--- config.mk ---
export PLATFORM = sky130hd
export DESIGN_NAME = tscc_ram
export DESIGN_NICKNAME = d
export VERILOG_FILES = /design/src/hw/rtl/tscc_ram.sv
export SDC_FILE = /design/constraint.sdc
export NUM_CORES = 2
export LEC_CHECK = 0
export ABC_AREA = 0
export BUFFER_PORTS_ARGS = -buffer_cell sky130_fd_sc_hd__buf_2
export CORE_MARGIN = 1.5
export CORE_UTILIZATION = 60
export DETAILED_ROUTE_END_ITERATION = 10
export PLACE_DENSITY = 0.76
export SYNTH_ARGS = -nofsm -noshare
export SYNTH_HDL_FRONTEND = slang
export SYNTH_SLANG_ARGS = --single-unit
--- constraint.sdc ---
create_clock -name clk -period 3.22 [get_ports clk]
set_input_delay 0.322 -clock clk [delete_from_list [all_inputs] [get_ports clk]]
set_output_delay 0.322 -clock clk [all_outputs]
set_load 0.03 [all_outputs]
--- src/hw/rtl/tscc_ram.sv ---
// Generic single-write, single-read RAM with registered read data.
`default_nettype none
module tscc_ram #(
	parameter int WIDTH = 8,
	parameter int DEPTH = 256
) (
	input  logic                     clk,
	input  logic                     wr_en,
	input  logic [$clog2(DEPTH)-1:0] wr_addr,
	input  logic [WIDTH-1:0]         wr_data,
	input  logic                     rd_en,
	input  logic [$clog2(DEPTH)-1:0] rd_addr,
	output logic [WIDTH-1:0]         rd_data
);

	logic [WIDTH-1:0] mem_q [DEPTH];
	logic [WIDTH-1:0] rd_data_q;

	always_ff @(posedge clk) begin
		if (wr_en) begin
			mem_q[wr_addr] <= wr_data;
		end
		if (rd_en) begin
			rd_data_q <= mem_q[rd_addr];
		end
	end

	assign rd_data = rd_data_q;

endmodule
`default_nettype wire

## Yosys cells after proc, flatten, opt, wreduce, memory -nomap -nowiden

Memory sizes are Yosys's and may differ from the RTL's. A register that Yosys moved wholly into a read port is not among the register bits.
Cells that the tools add are included.

| cells by class | value |
|---|---|
| muxes and demuxes | 2 |

Operators by type and width:

| kind | number |
|---|---|
| $mux 1 | 2 |

| storage, ports and cells | value |
|---|---|
| output and inout port bits | 8 |
| bits in writable memories | 2,048 |
| flip-flop bits (word level) | 0 |
| memories | 1 |
| bits of input ports | 27 |

Memory list:

| name | words | width | read ports | clocked after Yosys merged registers in | write ports | line | text |
|---|---|---|---|---|---|---|---|
| mem_q | 256 | 8 | 1 | 1 | 1 | 16 | `logic [WIDTH-1:0] mem_q [DEPTH];` |

## Depth between registers and ports, before layout

| logic depth | value |
|---|---|
| word-level depth | 2 |
| mapped depth | 11 |
| depth with buffers taken out | 6 |

## Worst setup path after synthesis

OpenSTA, ideal clock, no wires.

| path | value |
|---|---|
| kind | input to register |
| start | input rd_addr[0] |
| end | register rd_data_q[2] (netlist: rd_data[2]), read port of mem_q, data pin |
| setup slack | 0.822 ns |
| buffers on the path | 4 |
| data arrival time | 2.129 ns |
| stages on the path | 9 |
| required time | 2.951 ns |
| library setup time | 0.269 ns |
| cells stage by stage | buf_6 -> buf_12 -> buf_8 -> buf_2 -> mux4_2 -> a22oi_1 -> a21oi_1 -> nor4_1 -> nor4_2 |

RTL lines:

| item | line | text |
|---|---|---|
| from (decl) | 12 | `input logic [$clog2(DEPTH)-1:0] rd_addr,` |
| to (decl) | 17 | `logic [WIDTH-1:0] rd_data_q;` |

==> qor.csv <==
metric,value,unit
status,finished with violations,
violations,negative setup slack,
crit_type,reg2reg,
swShare,20.9,%
die-area,0.135,sq mm
antenna_found_initial,12,
syn-num-nets,3760,
synth-warning-count,0,
post-route-util,69.5,%
fin_total_pwr,0.0553,W
path_cells,"mux4_2, a22o_1, a221oi_1, o32ai_1, nor3_1, nor4_1",
final_cell_mix,"2,056 x edfxtp_1, 461 x buf_4, 454 x mux4_2",
synth.ff_latch_count,2056,
io_buffers,34,
cts_tree,built,
die_height,367,um
floorplan.rows,133,
clk_latency,0.83,ns
fin_worst_skew,0.0283,ns
gp_congestion,0.921,
drt_iter0_markers,6469,
setup-tns-final,-0.0338,ns
clkPwrFrac,41.3,%
comb_power_share,5.2,%
htree_levels,4,
start_util,60.5,%
setup_viol,1,
min_period,3.25,ns
cp-start-kind,register,
clk_pin_slew_worst_paths,0.06,ns
power.density,604,mW/mm^2
layout_commonest_cell,edfxtp_1,
crit_required,3.73,ns
hpwl,120000,um
crit_path_end_kind,register,
rsz0062_at_grt,false,
synth_edf_count,2056,
worst_slack,-0.0338,ns
cpPeakStageDelay,0.87,ns
cts-root-buf,clkbuf_16,
first_pass_iters,6,
peakVddDrop,0.000569,V
grt.total_usage,29.8,%
synth_cell_type_count,54,
dr_total_vias,41500,
power.switching,0.0116,W
p_int,0.0437,W
grt_max_degree,138,
max-clock-path-buffers,3,
min_path_type,in2reg,
io_pins,35,
grt_pass1_wl,287000,um
slew_headroom,9.21,%
worst_pin_slew,1.35,ns
final_cells,6163,
timing.final.crit_share,101,%
area_growth,14.9,%
cts.sinks,2056,
grt_pass1_vias,41600,
grt_remaining_overflow,0,
power.leakage,29.4,nW
via_per_inst,6.74,
fmax,0.307,GHz
cts_buffers,193,
synth_seq_area_share,77.5,%
syn_avg_cell_area,21.3,sq um
slowest_stage,nor3_1,
drv_slew,0,
wl_per_cell,32.2,um
fill_cells,7579,
fp.coreArea,0.132,sq mm
hold_violations,0,
ys_dominant_reg_cell,edfxtp_1,
seq_power_share,53.5,%
ys_async_sr_fraction,0,%
syn_area,0.0796,sq mm
drc_errors,0,
critPathBufInv,0,
fin_nets,4267,
synthCells,3733,
dp.cells,5799,
cts_setup_buffers,0,
drv_cap,0,
die_w,367,um
crit_fanout,1,
routed_wl,198000,um
crit_family,compound AO/OA/AOI/OAI gates,
drtAntennaViolNets,0,
arrival,3.77,ns
drive_above_1_share,29.3,%
worst_hold_slack,0.0608,ns
==> sequential cells by signal, indices dropped and copies added (netlist names) <==
register  flops
mem_q      2048
rd_data       8
==> worst register-to-register path: cells and delay by family (launching register included) <==
family	cells	cell delay, ns
AO/OA/AOI/OAI	3	1.07
multiplexers	1	0.48
flip-flops	1	0.39
AND/OR/NAND/NOR	2	1.03
==> layout make-up <==
type / instances / area [sq um] / area share, %
sequential: 2056 / 61700 / 67.5
clock buffer: 234 / 5070 / 5.54
antenna: 5 / 12.5 / 0.0137
clock inverter: 124 / 1280 / 1.40
timing repair buffer: 545 / 4730 / 5.16
inverter: 2 / 7.51 / 0.00820
multi-input combinational: 1442 / 16500 / 18.0
tap: 1755 / 2200 / 2.40
==> worst paths after layout <==
kind                                   start            to  slack [ns]  depth (start not counted)
worst max-delay path            mem_q[82][3]    rd_data[3]       -0.03                          6
worst min-delay path              wr_data[0]  mem_q[73][0]        0.06                          1
worst max register to register  mem_q[82][3]    rd_data[3]       -0.03                          6
worst min register to register  mem_q[16][6]    rd_data[6]        1.22                          6
==> power groups by stage <==
| stage | combinational [W] | sequential [W] | clock, W |
|---|---|---|---|
| after floorplan | 0.00143 | 0.0301 | 0 |
| after detailed placement | 0.00282 | 0.0301 | 0 |
| final | 0.00288 | 0.0295 | 0.0228 |
| after global routing | 0.00299 | 0.0295 | 0.0240 |
| after global placement | 0.00276 | 0.0301 | 0 |
| after CTS | 0.00286 | 0.0295 | 0.0230 |
==> what timing repair did <==
item	4_1_cts	5_1_grt
gates resized for setup	0	1
hold endpoints to repair	8	0
hold buffers	1	0
endpoints found under the setup margin	0	1
==> through the flow <==
stage	cell area (sq um)	setup WS, ns
final	91500	-0.0338
after global routing	91500	0.00000444
after CTS	91500	0.0448
after detailed placement	85100	-0.603
after global placement	85100	-0.791
after floorplan	79600	0.822
==> cells in the mapped netlist, drive strengths merged (4+ instances only) <==
library cell  count  area (sq um)
a2111oi           5          52.6
a211oi           16           120
a21oi            96           480
a221oi           14           129
a22o              8          70.1
a22oi           133           998
and2              6          37.5
buf             122          1030
clkbuf          111           417
edfxtp         2056         61700
mux2i           134          1340
mux4            456         10300
nand2            33           124
nand2b            8          50.1
nand3            34           170
nand4            10          62.6
nor2            282          1060
nor2b            31           194
nor3             22           110
nor4             27           188
o211ai           10          75.1
o21ai            12          60.1
o221ai           47           418
o22a              5          43.8
o22ai            28           175
o32ai             5          51.3
or2               4          25.0
==> logic make-up after synthesis <==
logic type / after synthesis / share of synthesized area (%)
flops: 2056 / 77.5
mux: 591 / 14.6
compound gates: 385 / 3.42
simple gates: 466 / 2.63
buf+inv: 235 / 1.83
==> per-layer routing <==
metal	track usage (%)	vias to the layer above	wire length (um)
li1	-	16700	-
met1	40.5	21400	69700
met5	0	-	113
met2	47.3	2832	96500
met4	12.6	16	8720
met3	6.70	497	23100
No activity file was read; power rests on OpenSTA's default activity.
